<file path="config.mk">
export PLATFORM = sky130hd
export DESIGN_NAME = variable_partition_allocator
export DESIGN_NICKNAME = d
export VERILOG_FILES = /design/src/hdl/vpa_pkg.sv /design/src/hdl/vpa_ram.sv /design/src/hdl/vpa_ctrl.sv /design/src/hdl/vpa_datapath.sv /design/src/hdl/variable_partition_allocator.sv
export SDC_FILE = /design/constraint.sdc
export NUM_CORES = 2
export LEC_CHECK = 0
export BUFFER_PORTS_ARGS = -buffer_cell sky130_fd_sc_hd__buf_4
export CORE_MARGIN = 1.5
export CORE_UTILIZATION = 55
export CTS_BUF_LIST = sky130_fd_sc_hd__clkbuf_16
export DETAILED_ROUTE_END_ITERATION = 7
export PLACE_DENSITY_LB_ADDON = 0.1
export SYNTH_ARGS = -nofsm -noshare
export SYNTH_HDL_FRONTEND = slang
export SYNTH_SLANG_ARGS = --single-unit
export TNS_END_PERCENT = 50
</file>
<file path="constraint.sdc">
create_clock -name clk_i -period 5.84 [get_ports clk_i]
set_input_delay 1.46 -clock clk_i [delete_from_list [all_inputs] [get_ports clk_i]]
set_output_delay 1.46 -clock clk_i [all_outputs]
set_load 0.01 [all_outputs]
</file>
<file path="src/hdl/vpa_pkg.sv">
package vpa_pkg;

  localparam int unsigned MEMORY_UNITS = 1024;
  localparam int unsigned ADDR_W       = 10;
  localparam int unsigned SIZE_W       = 11;
  localparam int unsigned OWNER_W      = 16;
  localparam int unsigned OP_W         = 2;
  localparam int unsigned IN_DATA_W    = OP_W + OWNER_W + SIZE_W;
  localparam int unsigned OUT_DATA_W   = 16;

  typedef enum logic [1:0] {
    OP_ALLOC   = 2'd0,
    OP_RELEASE = 2'd1,
    OP_CLEAR   = 2'd2,
    OP_NOP     = 2'd3
  } op_e;

  typedef enum logic [1:0] {
    RES_OK       = 2'd0,
    RES_NOFIT    = 2'd1,
    RES_NOTFOUND = 2'd2,
    RES_FULL     = 2'd3
  } res_e;

  localparam logic [1:0] POL_FIRST = 2'd0;
  localparam logic [1:0] POL_BEST  = 2'd1;
  localparam logic [1:0] POL_WORST = 2'd2;

  typedef enum logic [3:0] {
    CS_INIT,
    CS_IDLE,
    CS_DECODE,
    CS_ASCAN,
    CS_AWRITE,
    CS_GSCAN,
    CS_GSHIFT,
    CS_RMERGE,
    CS_CLEAR,
    CS_OUT
  } ctl_state_e;

  typedef enum logic [2:0] {
    PH_IDLE,
    PH_INIT,
    PH_ASCAN,
    PH_AWRITE,
    PH_GSCAN,
    PH_GSHIFT,
    PH_RMERGE,
    PH_CLEAR
  } phase_e;

  typedef struct packed {
    logic               used;
    logic [SIZE_W-1:0]  size;
    logic [ADDR_W-1:0]  start;
  } part_ent_t;

  typedef struct packed {
    logic [OWNER_W-1:0] owner;
    logic [ADDR_W-1:0]  start;
  } grant_ent_t;

  typedef struct packed {
    phase_e phase;
    logic   first;
    logic   capture;
    logic   res_we;
    res_e   res_code;
  } vpa_cmd_t;

  typedef struct packed {
    logic done;
    op_e  op;
    logic need_zero;
    logic grant_full;
    logic found;
    logic split;
    logic part_full;
    logic g_found;
    logic out_busy;
  } vpa_sts_t;

endpackage

</file>
<file path="src/hdl/vpa_ram.sv">
module vpa_ram #(
  parameter int unsigned WIDTH = 8,
  parameter int unsigned DEPTH = 64
) (
  input  logic                     clk_i,
  input  logic                     we_i,
  input  logic [$clog2(DEPTH)-1:0] waddr_i,
  input  logic [WIDTH-1:0]         wdata_i,
  input  logic [$clog2(DEPTH)-1:0] raddr_i,
  output logic [WIDTH-1:0]         rdata_o
);

  logic [WIDTH-1:0] mem_q [DEPTH];

  always_ff @(posedge clk_i) begin
    if (we_i) begin
      mem_q[waddr_i] <= wdata_i;
    end
    rdata_o <= mem_q[raddr_i];
  end

endmodule

</file>
<file path="src/hdl/vpa_ctrl.sv">
module vpa_ctrl (
  input  logic              clk_i,
  input  logic              rst_ni,
  input  logic              s_tvalid_i,
  output logic              s_tready_o,
  input  vpa_pkg::vpa_sts_t sts_i,
  output vpa_pkg::vpa_cmd_t cmd_o
);
  import vpa_pkg::*;

  ctl_state_e state_q, state_d;
  logic       first_q;
  res_e       code_q, code_d;

  always_ff @(posedge clk_i or negedge rst_ni) begin
    if (!rst_ni) begin
      state_q <= CS_INIT;
      first_q <= 1'b1;
      code_q  <= RES_OK;
    end else begin
      state_q <= state_d;
      first_q <= (state_d != state_q);
      code_q  <= code_d;
    end
  end

  always_comb begin
    state_d        = state_q;
    code_d         = code_q;
    s_tready_o     = 1'b0;
    cmd_o          = '0;
    cmd_o.phase    = PH_IDLE;
    cmd_o.first    = first_q;
    cmd_o.res_code = code_q;
    unique case (state_q)
      CS_INIT: begin
        cmd_o.phase = PH_INIT;
        state_d     = CS_IDLE;
      end
      CS_IDLE: begin
        s_tready_o    = 1'b1;
        cmd_o.capture = s_tvalid_i;
        if (s_tvalid_i) begin
          state_d = CS_DECODE;
        end
      end
      CS_DECODE: begin
        code_d = RES_OK;
        unique case (sts_i.op)
          OP_ALLOC: begin
            if (sts_i.need_zero) begin
              code_d  = RES_NOFIT;
              state_d = CS_OUT;
            end else if (sts_i.grant_full) begin
              code_d  = RES_FULL;
              state_d = CS_OUT;
            end else begin
              state_d = CS_ASCAN;
            end
          end
          OP_RELEASE: state_d = CS_GSCAN;
          OP_CLEAR:   state_d = CS_CLEAR;
          default:    state_d = CS_OUT;
        endcase
      end
      CS_ASCAN: begin
        cmd_o.phase = PH_ASCAN;
        if (sts_i.done) begin
          if (!sts_i.found) begin
            code_d  = RES_NOFIT;
            state_d = CS_OUT;
          end else if (sts_i.split && sts_i.part_full) begin
            code_d  = RES_FULL;
            state_d = CS_OUT;
          end else begin
            state_d = CS_AWRITE;
          end
        end
      end
      CS_AWRITE: begin
        cmd_o.phase = PH_AWRITE;
        if (sts_i.done) begin
          state_d = CS_OUT;
        end
      end
      CS_GSCAN: begin
        cmd_o.phase = PH_GSCAN;
        if (sts_i.done) begin
          if (!sts_i.g_found) begin
            code_d  = RES_NOTFOUND;
            state_d = CS_OUT;
          end else begin
            state_d = CS_GSHIFT;
          end
        end
      end
      CS_GSHIFT: begin
        cmd_o.phase = PH_GSHIFT;
        if (sts_i.done) begin
          state_d = CS_RMERGE;
        end
      end
      CS_RMERGE: begin
        cmd_o.phase = PH_RMERGE;
        if (sts_i.done) begin
          state_d = CS_OUT;
        end
      end
      CS_CLEAR: begin
        cmd_o.phase = PH_CLEAR;
        state_d     = CS_OUT;
      end
      CS_OUT: begin
        if (!sts_i.out_busy) begin
          cmd_o.res_we = 1'b1;
          state_d      = CS_IDLE;
        end
      end
      default: state_d = CS_INIT;
    endcase
  end

endmodule

</file>
<file path="src/hdl/vpa_datapath.sv">
module vpa_datapath #(
  parameter int unsigned TABLE_DEPTH = 64
) (
  input  logic                                clk_i,
  input  logic                                rst_ni,
  input  vpa_pkg::vpa_cmd_t                   cmd_i,
  output vpa_pkg::vpa_sts_t                   sts_o,
  input  logic [1:0]                          fit_policy_i,
  input  logic [vpa_pkg::IN_DATA_W-1:0]       in_data_i,
  input  logic                                m_tready_i,
  output logic                                m_tvalid_o,
  output logic [vpa_pkg::OUT_DATA_W-1:0]      m_tdata_o
);
  import vpa_pkg::*;

  localparam int unsigned IW = $clog2(TABLE_DEPTH);
  localparam int unsigned CW = $clog2(TABLE_DEPTH + 1);
  localparam int unsigned PW = $bits(part_ent_t);
  localparam int unsigned GW = $bits(grant_ent_t);

  // request
  op_e                op_q;
  logic [OWNER_W-1:0] owner_q;
  logic [SIZE_W-1:0]  need_q;

  // counts and scan pointers
  logic [CW-1:0] part_cnt_q, part_cnt_d, grant_cnt_q, grant_cnt_d;
  logic [CW-1:0] rp_q, rp_d, wp_q, wp_d, limit;
  logic          rv_q, rv_d;
  logic [IW-1:0] ri_q, ri_d;
  logic          scan, done;

  // search results and carry registers
  logic              found_q, found_d, g_found_q, g_found_d, acc_v_q, acc_v_d;
  logic [IW-1:0]     pick_idx_q, pick_idx_d, g_idx_q, g_idx_d;
  logic [ADDR_W-1:0] pick_start_q, pick_start_d, g_start_q, g_start_d;
  logic [SIZE_W-1:0] pick_size_q, pick_size_d;
  part_ent_t         pend_q, pend_d, acc_q, acc_d, cur;
  logic [SIZE_W-1:0] acc_end, split_start;

  // memories
  logic          p_we, g_we;
  logic [IW-1:0] p_waddr, g_waddr;
  part_ent_t     p_wdata, p_rd;
  grant_ent_t    g_wdata, g_rd;
  logic [PW-1:0] p_rdata;
  logic [GW-1:0] g_rdata;

  // result register
  logic              m_valid_q;
  res_e              m_status_q;
  logic [ADDR_W-1:0] m_start_q;

  vpa_ram #(.WIDTH(PW), .DEPTH(TABLE_DEPTH)) u_part_ram (
    .clk_i   (clk_i),
    .we_i    (p_we),
    .waddr_i (p_waddr),
    .wdata_i (p_wdata),
    .raddr_i (rp_q[IW-1:0]),
    .rdata_o (p_rdata)
  );

  vpa_ram #(.WIDTH(GW), .DEPTH(TABLE_DEPTH)) u_grant_ram (
    .clk_i   (clk_i),
    .we_i    (g_we),
    .waddr_i (g_waddr),
    .wdata_i (g_wdata),
    .raddr_i (rp_q[IW-1:0]),
    .rdata_o (g_rdata)
  );

  assign p_rd        = part_ent_t'(p_rdata);
  assign g_rd        = grant_ent_t'(g_rdata);
  assign acc_end     = SIZE_W'(acc_q.start) + acc_q.size;
  assign split_start = SIZE_W'(pick_start_q) + need_q;

  always_comb begin
    unique case (cmd_i.phase)
      PH_ASCAN, PH_AWRITE, PH_RMERGE: limit = part_cnt_q;
      PH_GSCAN, PH_GSHIFT:            limit = grant_cnt_q;
      default:                        limit = '0;
    endcase
  end

  assign scan = (cmd_i.phase == PH_ASCAN) || (cmd_i.phase == PH_AWRITE) ||
                (cmd_i.phase == PH_RMERGE) || (cmd_i.phase == PH_GSCAN) ||
                (cmd_i.phase == PH_GSHIFT);
  assign done = !cmd_i.first && !rv_q && (rp_q >= limit);

  always_comb begin
    rp_d         = rp_q;
    rv_d         = 1'b0;
    ri_d         = ri_q;
    wp_d         = wp_q;
    part_cnt_d   = part_cnt_q;
    grant_cnt_d  = grant_cnt_q;
    found_d      = found_q;
    pick_idx_d   = pick_idx_q;
    pick_start_d = pick_start_q;
    pick_size_d  = pick_size_q;
    g_found_d    = g_found_q;
    g_idx_d      = g_idx_q;
    g_start_d    = g_start_q;
    pend_d       = pend_q;
    acc_d        = acc_q;
    acc_v_d      = acc_v_q;
    cur          = p_rd;
    p_we         = 1'b0;
    p_waddr      = '0;
    p_wdata      = '0;
    g_we         = 1'b0;
    g_waddr      = '0;
    g_wdata      = '0;

    if (scan && !cmd_i.first && (rp_q < limit)) begin
      rp_d = rp_q + 1'b1;
      rv_d = 1'b1;
      ri_d = rp_q[IW-1:0];
    end

    unique case (cmd_i.phase)
      PH_INIT, PH_CLEAR: begin
        p_we        = 1'b1;
        p_wdata     = '{used: 1'b0, size: SIZE_W'(MEMORY_UNITS), start: '0};
        part_cnt_d  = CW'(1);
        grant_cnt_d = '0;
      end
      PH_ASCAN: begin
        if (cmd_i.first) begin
          rp_d    = '0;
          found_d = 1'b0;
        end else if (rv_q && !p_rd.used && (p_rd.size >= need_q)) begin
          if (!found_q ||
              ((fit_policy_i == POL_BEST) && (p_rd.size < pick_size_q)) ||
              ((fit_policy_i == POL_WORST) && (p_rd.size > pick_size_q))) begin
            found_d      = 1'b1;
            pick_idx_d   = ri_q;
            pick_start_d = p_rd.start;
            pick_size_d  = p_rd.size;
          end
        end
      end
      PH_AWRITE: begin
        if (cmd_i.first) begin
          // claim the chosen partition, log the grant, carry the remainder
          p_we    = 1'b1;
          p_waddr = pick_idx_q;
          p_wdata = '{used: 1'b1, size: need_q, start: pick_start_q};
          g_we    = 1'b1;
          g_waddr = grant_cnt_q[IW-1:0];
          g_wdata = '{owner: owner_q, start: pick_start_q};
          pend_d  = '{used: 1'b0, size: pick_size_q - need_q,
                      start: split_start[ADDR_W-1:0]};
          wp_d    = CW'(pick_idx_q) + 1'b1;
          rp_d    = sts_o.split ? (CW'(pick_idx_q) + 1'b1) : part_cnt_q;
        end else if (rv_q) begin
          p_we    = 1'b1;
          p_waddr = wp_q[IW-1:0];
          p_wdata = pend_q;
          pend_d  = p_rd;
          wp_d    = wp_q + 1'b1;
        end else if (done) begin
          if (sts_o.split) begin
            p_we       = 1'b1;
            p_waddr    = wp_q[IW-1:0];
            p_wdata    = pend_q;
            part_cnt_d = part_cnt_q + 1'b1;
          end
          grant_cnt_d = grant_cnt_q + 1'b1;
        end
      end
      PH_GSCAN: begin
        if (cmd_i.first) begin
          rp_d      = '0;
          g_found_d = 1'b0;
        end else if (rv_q && !g_found_q && (g_rd.owner == owner_q)) begin
          g_found_d = 1'b1;
          g_idx_d   = ri_q;
          g_start_d = g_rd.start;
        end
      end
      PH_GSHIFT: begin
        if (cmd_i.first) begin
          rp_d = CW'(g_idx_q) + 1'b1;
          wp_d = CW'(g_idx_q);
        end else if (rv_q) begin
          g_we    = 1'b1;
          g_waddr = wp_q[IW-1:0];
          g_wdata = g_rd;
          wp_d    = wp_q + 1'b1;
        end else if (done) begin
          grant_cnt_d = grant_cnt_q - 1'b1;
        end
      end
      PH_RMERGE: begin
        if (cmd_i.first) begin
          rp_d    = '0;
          wp_d    = '0;
          acc_v_d = 1'b0;
        end else if (rv_q) begin
          // free the released partition, fold free neighbors into the accumulator
          if (p_rd.start == g_start_q) begin
            cur.used = 1'b0;
          end
          if (!acc_v_q) begin
            acc_d   = cur;
            acc_v_d = 1'b1;
          end else if (!acc_q.used && !cur.used &&
                       (acc_end == SIZE_W'(cur.start))) begin
            acc_d.size = acc_q.size + cur.size;
          end else begin
            p_we    = 1'b1;
            p_waddr = wp_q[IW-1:0];
            p_wdata = acc_q;
            wp_d    = wp_q + 1'b1;
            acc_d   = cur;
          end
        end else if (done) begin
          p_we       = 1'b1;
          p_waddr    = wp_q[IW-1:0];
          p_wdata    = acc_q;
          part_cnt_d = wp_q + 1'b1;
        end
      end
      default: ;
    endcase
  end

  always_ff @(posedge clk_i or negedge rst_ni) begin
    if (!rst_ni) begin
      rv_q        <= 1'b0;
      part_cnt_q  <= CW'(1);
      grant_cnt_q <= '0;
      m_valid_q   <= 1'b0;
    end else begin
      rv_q        <= rv_d;
      part_cnt_q  <= part_cnt_d;
      grant_cnt_q <= grant_cnt_d;
      if (cmd_i.res_we) begin
        m_valid_q <= 1'b1;
      end else if (m_tready_i) begin
        m_valid_q <= 1'b0;
      end
    end
  end

  always_ff @(posedge clk_i) begin
    rp_q         <= rp_d;
    ri_q         <= ri_d;
    wp_q         <= wp_d;
    found_q      <= found_d;
    pick_idx_q   <= pick_idx_d;
    pick_start_q <= pick_start_d;
    pick_size_q  <= pick_size_d;
    g_found_q    <= g_found_d;
    g_idx_q      <= g_idx_d;
    g_start_q    <= g_start_d;
    pend_q       <= pend_d;
    acc_q        <= acc_d;
    acc_v_q      <= acc_v_d;
    if (cmd_i.capture) begin
      op_q    <= op_e'(in_data_i[OP_W-1:0]);
      owner_q <= in_data_i[OP_W+OWNER_W-1:OP_W];
      need_q  <= in_data_i[IN_DATA_W-1:OP_W+OWNER_W];
    end
    if (cmd_i.res_we) begin
      m_status_q <= cmd_i.res_code;
      m_start_q  <= ((cmd_i.res_code == RES_OK) && (op_q == OP_ALLOC)) ?
                    pick_start_q : '0;
    end
  end

  always_comb begin
    sts_o            = '0;
    sts_o.done       = done;
    sts_o.op         = op_q;
    sts_o.need_zero  = (need_q == '0);
    sts_o.grant_full = (grant_cnt_q >= CW'(TABLE_DEPTH));
    sts_o.found      = found_q;
    sts_o.split      = (pick_size_q > need_q);
    sts_o.part_full  = (part_cnt_q >= CW'(TABLE_DEPTH));
    sts_o.g_found    = g_found_q;
    sts_o.out_busy   = m_valid_q && !m_tready_i;
  end

  assign m_tvalid_o = m_valid_q;
  assign m_tdata_o  = {{(OUT_DATA_W - ADDR_W - 2){1'b0}}, m_start_q, m_status_q};

endmodule

</file>
<file path="src/hdl/variable_partition_allocator.sv">
// Variable-partition allocator. Keeps an address-ordered table of partitions
// covering MEMORY_UNITS units and a list of grants in the order they were made.
// An allocate item picks a free partition by first, best or worst fit (ties to
// the lowest index, fit_policy 3 acts as first fit), splits off the remainder
// and returns the start; a release item frees the oldest grant of its owner and
// merges free neighbors; a clear item restores one free partition. Each item
// gives exactly one result item: status (0 ok, 1 no fit or size zero, 2 owner
// not found, 3 table full) and granted_start (zero unless an allocate succeeds).
// Items are handled one at a time; both tables sit in single-port-read RAMs
// that are walked one entry per cycle, which sets the latency. An allocate
// runs a search pass, then, if it fits, a pass that shifts the entries after
// the split; a release runs an owner search, a grant list shift and a merge
// pass; a clear, the reserved opcode and a rejected size-zero allocate run no
// pass. After reset the block seeds the partition table before it takes its
// first item. A new item is taken while the previous result still waits on
// the output register; its own result then holds in the output state until
// the output register is free.
// Write fit_policy through the APB port only while the block is idle.
module variable_partition_allocator #(
  parameter int unsigned TABLE_DEPTH = 64
) (
  input  logic        clk_i,
  input  logic        rst_ni,
  // request stream
  input  logic        s_axis_tvalid,
  output logic        s_axis_tready,
  input  logic [31:0] s_axis_tdata,   // [1:0] opcode, [17:2] owner_id, [28:18] request_size
  // result stream
  output logic        m_axis_tvalid,
  input  logic        m_axis_tready,
  output logic [15:0] m_axis_tdata,   // [1:0] status, [11:2] granted_start
  // configuration
  input  logic        psel,
  input  logic        penable,
  input  logic        pwrite,
  input  logic [2:0]  paddr,
  input  logic [31:0] pwdata,
  output logic [31:0] prdata,
  output logic        pready
);
  import vpa_pkg::*;

  logic [1:0] fit_policy_q;
  vpa_cmd_t   cmd;
  vpa_sts_t   sts;

  // Single register at byte address 0; writes land on the access phase.
  assign pready = 1'b1;
  assign prdata = (paddr[2] == 1'b0) ? {30'd0, fit_policy_q} : 32'd0;

  always_ff @(posedge clk_i or negedge rst_ni) begin
    if (!rst_ni) begin
      fit_policy_q <= POL_FIRST;
    end else if (psel && penable && pwrite && pready && (paddr[2] == 1'b0)) begin
      fit_policy_q <= pwdata[1:0];
    end
  end

  // Sequence the passes; the datapath owns the tables and the counters.
  vpa_ctrl u_ctrl (
    .clk_i      (clk_i),
    .rst_ni     (rst_ni),
    .s_tvalid_i (s_axis_tvalid),
    .s_tready_o (s_axis_tready),
    .sts_i      (sts),
    .cmd_o      (cmd)
  );

  vpa_datapath #(.TABLE_DEPTH(TABLE_DEPTH)) u_datapath (
    .clk_i        (clk_i),
    .rst_ni       (rst_ni),
    .cmd_i        (cmd),
    .sts_o        (sts),
    .fit_policy_i (fit_policy_q),
    .in_data_i    (s_axis_tdata[IN_DATA_W-1:0]),
    .m_tready_i   (m_axis_tready),
    .m_tvalid_o   (m_axis_tvalid),
    .m_tdata_o    (m_axis_tdata)
  );

endmodule
</file>
# == Yosys cells after proc, flatten, opt, wreduce, memory -nomap -nowiden ==
# Memory sizes are Yosys's and may differ from the RTL's. A register that Yosys moved wholly into a read port is not among the register bits.
# Index checks and enable logic that the tools add are counted.
# word_totals
output_inout_bits,51
wordCells,278
in_bits,74
ff_bits,176
ramBits,3072
memories,2
# memory_table
name,words,width,read_ports,rd_ports_with_merged_regs,wr,line,source
u_datapath.u_grant_ram.mem_q,64,26,1,1,1,vpa_ram.sv:13,logic [WIDTH-1:0] mem_q [DEPTH];
u_datapath.u_part_ram.mem_q,64,22,1,1,1,vpa_ram.sv:13,
# classes
reduce_logical,62
eq_ne,42
add_sub_neg,11
n_mux,121
bitwise,2
n_lt_le_gt_ge,8
# op_table
op,n
$mux W22,11
$mux W7,25
$pmux W7 S3,4
$mux W26,3
$mux W6,12
$pmux W22 S3,1
$pmux W26 S2,1
$mux W4,11
$pmux W4 S9,1
$mux W1,32
$add A7 B1 Y7 const B,4
$pmux W6 S2,2
$gt A11 B11 Y1,2
$mux W21,1
$pmux W3 S7,1
$ne A2 B2 Y1 const B,10
$logic_and A1 B1 Y1,18
$mux W2,9
$eq A16 B16 Y1,1
$eq A4 B3 Y1 const B,4
$add A6 B1 Y7 const B,2
$ge A7 B7 Y1 const B,2
$pmux W7 S2,1
$eq A3 B3 Y1 const B,4
44 further kinds,84

# == Logic depth before layout (Yosys ltp) ==
# logic_depth
ltp_word,15
mapped_depth,18
mapped_depth_nobuf,15

# == Cells and area by module ==
# Synthesis repeated with hierarchy kept, for this count alone.
# unflattened
hier_cells,6331
area_unflattened_um2,130487.6
# modules_own_cells
module,seq_area_each_um2,instances,area_each_um2,cells_each
vpa_ram (u_datapath.u_grant_ram),50488.4,1,64235.4,2827
vpa_ram (u_datapath.u_part_ram),42721.0,1,54260.8,2349
vpa_datapath,4865.9,1,10864.2,1027
vpa_ctrl,176.4,1,765.7,88
variable_partition_allocator,50.0,1,361.6,40

# == Worst setup path before layout ==
# Ideal clock, no wire load.
# synth_timing
path_type,reg-to-reg
from,register u_ctrl.state_q[0]
to,"memory u_datapath.u_part_ram.mem_q[51][0] (netlist name), enable pin"
setup_slack_ns,-0.554
period_less_slack_ns,6.394
arrival_ns,5.937
path_stages_with_launch,19
setup_time_ns,0.457
n_path_buf,3
cell_sequence,dfrtp_1 clkbuf_1 inv_1 nand2_1 nand2_1 a22oi_1 o21ai_0 nand2_1 ha_1 a21oi_1 o21ai_0 o21ba_2 o41ai_1 and2_1 clkbuf_1 a22o_1 o211ai_1 buf_2 nor4_1
# synth_via
elab_chain_cells,13
elab_cells_between_ends,37
classes_between,1 x order compare; 13 x eq/ne; 18 x mux; 5 x reduce/logical
# synth_rtl
item,line,source
from (decl),vpa_ctrl.sv:11,"ctl_state_e state_q, state_d;"
from (signal assigned),vpa_ctrl.sv:21,state_q <= state_d;
$eq A4 B4 Y1 (tied with other cells),vpa_ctrl.sv:35,unique case (state_q)
$pmux W3 S7 (*),vpa_ctrl.sv:35,
$eq A3 B3 Y1 (tied with other cells),"vpa_datapath.sv:78, vpa_datapath.sv:121",
$reduce_or A3 Y1 / $reduce_or A2 Y1 (equally long branches),vpa_datapath.sv:78,unique case (cmd_i.phase)
$pmux W7 S2,vpa_datapath.sv:78,
$ge A7 B7 Y1,vpa_datapath.sv:88,assign done = !cmd_i.first && !rv_q && (rp_q >= limit);
$logic_and A1 B1 Y1,vpa_datapath.sv:88,
"$mux W1, on equally long branches","vpa_datapath.sv:218, vpa_datapath.sv:162",
"$mux W1, on equally long branches","vpa_datapath.sv:200, vpa_datapath.sv:156",
"$mux W1, on equally long branches","vpa_datapath.sv:196, vpa_datapath.sv:144",
$pmux W1 S3,vpa_datapath.sv:121,unique case (cmd_i.phase)
$mux W1,vpa_ram.sv:16,if (we_i) begin
$mux W1 (not written as such),vpa_ram.sv:17,mem_q[waddr_i] <= wdata_i;
to (decl),vpa_ram.sv:13,
# Every way passes the cells marked *; elsewhere a longest branch is shown, timed or not.

# == Worst setup path after layout ==
# layout_timing
from,register u_ctrl.state_q[1]
to,"memory u_datapath.u_part_ram.mem_q[10][19] (netlist name), enable pin"
# Same word-level chain as after synthesis.

==> flow_metrics.py <==
metrics = {
    "run_status": {
        "status": "complete, no violations",
    },
    "die": {
        "core_area_sq_um": 235000,
        "floorplan.initialDensity_pct": 55.2,
        "die_h_um": 489,
        "dieArea_sq_um": 239000,
        "die_w_um": 489,
        "rows": 178,
        "io_pins": 125,
    },
    "clock_tree": {
        "htreeDepth": 5,
        "clk_path_buf_depth": 4,
        "holdBufCountCts": 0,
        "path_clk_slew_ns": 0.07,
        "cts_tree": "yes",
        "cts_made_buffers": 347,
        "clock-sinks": 3296,
        "worst_skew_pair.late_latency_ns": 0.96,
        "root_buffer": "clkbuf_16",
    },
    "placed_design": {
        "place_ws_ns": 0.331,
        "port-buffer-count": 54,
        "place_inst": 8897,
        "hpwlAfterDp_um": 180000,
        "gp_congestion": 0.876,
    },
    "global_route": {
        "grt-ovfl-total": 0,
        "grt_pass1_vias": 61900,
        "antenna_found_initial": 20,
        "grt_usage_pct": 26.5,
        "grt_pass1_wl_um": 448000,
        "grt_max_degree": 113,
    },
    "detailed_routing": {
        "top_layer": "met5",
        "drt-total-wl_um": 313000,
        "drtIter0Drc": 8397,
        "first_pass_iters": 7,
        "met2WireLength_um": 146000,
        "wl_per_cell_um": 32.9,
        "m1WireLength_um": 136000,
        "vias": 62200,
        "ant_nets": 0,
        "met3_length_um": 26300,
        "vias_per_cell": 6.54,
        "route.detailed.drc": 0,
    },
    "cells_and_area": {
        "fin_cells": 9506,
        "fillers": 15800,
        "multi_input_area_sq_um": 30800,
        "nets": 6255,
        "register_area_sq_um": 98300,
        "area_growth_pct": 13.4,
        "mostFrequentLayoutCells": "edfxtp_1 (3,216), mux4_2 (1,008), clkbuf_16 (352)",
        "layout_commonest_cell": "edfxtp_1",
        "post-route-util_pct": 62.6,
        "drive_above_1_share_pct": 31.5,
    },
    "worst_setup_path": {
        "cp_max_fo": 13,
        "crit_path_max_incr_delay_ns": 0.80,
        "crit_required_ns": 6.46,
        "start_kind": "flip-flop",
        "crit_chain": "clkinv_1 > nand2_1 > nand2_1 > a22o_1 > a22oi_1 > nor2_1 > ha_1 > nand2b_1 > a211oi_1 > o21ba_2 > o41ai_1 > buf_4 > and2_1 > a22o_1 > a211o_1 > nor3_2 > buf_4",
        "end_kind": "flip-flop",
        "arrival_ns": 6.03,
        "crit_type": "flip-flop to flip-flop",
        "worst_path_max_delay_cell": "nor3_2",
        "cp_num_buf_inv": 3,
        "crit_family": "compound AO/OA/AOI/OAI gates",
    },
    "synthesis": {
        "synthCells": 5727,
        "synth_top_area_share_pct": 74.5,
        "postSynthAreaPerCell_sq_um": 22.6,
        "synth.top_cells.by_area": "edfxtp_1 (74%), mux4_2 (18%), dfxtp_1 (0.85%), ha_1 (0.77%), clkbuf_1 (0.54%)",
        "synth_warnings": 0,
        "synth_edf_count": 3216,
        "yosysTopAreaCell": "edfxtp_1",
        "ys_seq_area_share_pct": 75.8,
        "synth_seq_cells": 3296,
        "syn-cell-area_sq_um": 130000,
        "netlist-cell-type-count": 82,
        "async_reset_ff_share_pct": 0.758,
        "synth_top_flop_cell": "edfxtp_1",
    },
    "timing": {
        "rsz0062_at_grt": "false",
        "clock_skew_ns": 0.0504,
        "worst_pin_slew_ns": 1.26,
        "hold_violations": 0,
        "timing.fmax_ghz": 0.185,
        "maxSlewViolCount": 0,
        "finalCriticalPeriod_ns": 5.41,
        "maxSlewHeadroom_pct": 16.0,
        "period_share_pct": 92.6,
        "fin_ws_ns": 0.432,
        "report.final.setup_viol": 0,
        "setup_tns_ns": 0,
    },
    "pwr": {
        "p_leak_uw": 0.0434,
        "power_uw": 60200,
        "power_density_nw_per_um2": 409,
        "vdd_drop_max_v": 0.000308,
    },
    "run": {
        "drv_cap": 0,
    },
    "worst_hold_path": {
        "hp-class": "input port to async pin",
    },
}
-- flip-flops by register name, summed over array words and instances, names as in the netlist, 2 cells and up --
| name | count |
|---|---|
| u_datapath.u_grant_ram.mem_q | 1664 |
| u_datapath.u_part_ram.mem_q | 1408 |
| u_datapath.u_grant_ram.rdata_o | 26 |
| u_datapath.acc_q | 22 |
| u_datapath.pend_q | 22 |
| u_datapath.u_part_ram.rdata_o | 22 |
| u_datapath.owner_q | 16 |
| u_datapath.need_q | 11 |
| u_datapath.pick_size_q | 11 |
| u_datapath.g_start_q | 10 |
| u_datapath.m_start_q | 10 |
| u_datapath.pick_start_q | 10 |
| u_datapath.grant_cnt_q | 7 |
| u_datapath.part_cnt_q | 7 |
| u_datapath.rp_q | 7 |
| u_datapath.wp_q | 7 |
| u_datapath.g_idx_q | 6 |
| u_datapath.pick_idx_q | 6 |
| u_datapath.ri_q | 6 |
| u_ctrl.state_q | 4 |
| fit_policy_q | 2 |
| u_ctrl.code_q | 2 |
| u_datapath.m_status_q | 2 |
| u_datapath.op_q | 2 |
-- path summary, 6_finish.rpt --
kind,startpoint,end,slack (ns),cells past startpoint
max,u_ctrl.state_q[1],u_datapath.u_part_ram.mem_q[10][19],0.43,17
min,rst_ni,fit_policy_q[0],0.45,1
max reg2reg,u_ctrl.state_q[1],u_datapath.u_part_ram.mem_q[10][19],0.43,17
min reg2reg,u_datapath.ri_q[0],u_datapath.pick_idx_q[0],0.45,0
max in group asynchronous,rst_ni,u_datapath.part_cnt_q[0],5.05,1
min in group clk_i,u_datapath.ri_q[0],u_datapath.pick_idx_q[0],0.45,0
-- area by class of cell --
type	instances	area share, %
inverters	83	0.212
clock inverters	253	1.20
well taps	3150	2.68
diodes	4	0.00681
flip-flops and latches	3296	66.9
repair buffers	315	2.08
multi-input cells	2053	20.9
clock buffers	352	5.99
-- Yosys cell counts, types with 19 or more instances --
master,n
a21oi_1,70
a222oi_1,20
a22o_1,36
buf_1,95
buf_4,35
clkbuf_1,187
dfrtp_1,23
dfxtp_1,55
edfxtp_1,3216
ha_1,80
inv_1,81
mux2_2,19
mux4_2,1008
nand2_1,99
nand3_1,40
nor2_1,126
nor3_1,47
nor4_1,33
o21ai_0,70
xnor2_1,66
xor2_1,20
-- per-stage QoR --
stage	cell area (sq um)	hold slack [ns]
after floorplan	130000	0.409
after CTS	147000	0.398
after global placement	136000	0.429
after detailed placement	136000	0.436
final	147000	0.446
after global routing	147000	0.434
-- power breakdown --
| part | switching [uW] | internal [uW] |
|---|---|---|
| registers | 585 | 26800 |
| clock network | 8720 | 11900 |
| logic | 6640 | 5480 |
-- timing repair --
| item | CTS | global route |
|---|---|---|
| buffers inserted | 0 | 0 |
| resized for setup | 0 | 2 |
| endpoints found under the setup margin | 0 | 28 |
| hold endpoints to repair | 0 | 0 |
-- metal layers --
layer / track usage (%) / vias to the layer above
met1: 41.6 / 33900
met3: 4.67 / 372
met4: 5.08 / 4
li1: - / 25200
met5: 0 / -
met2: 39.8 / 2756
-- kinds of logic after synthesis --
logic type / after synthesis / synth area share (%)
compound gates: 361 / 1.95
flops: 3296 / 75.8
other cells: 2 / 0.00579
fa+ha+maj: 85 / 0.849
xor+xnor: 86 / 0.581
mux: 1035 / 17.7
simple gates: 451 / 1.74
buf+inv: 411 / 1.32
No activity file was read; power rests on OpenSTA's default activity.
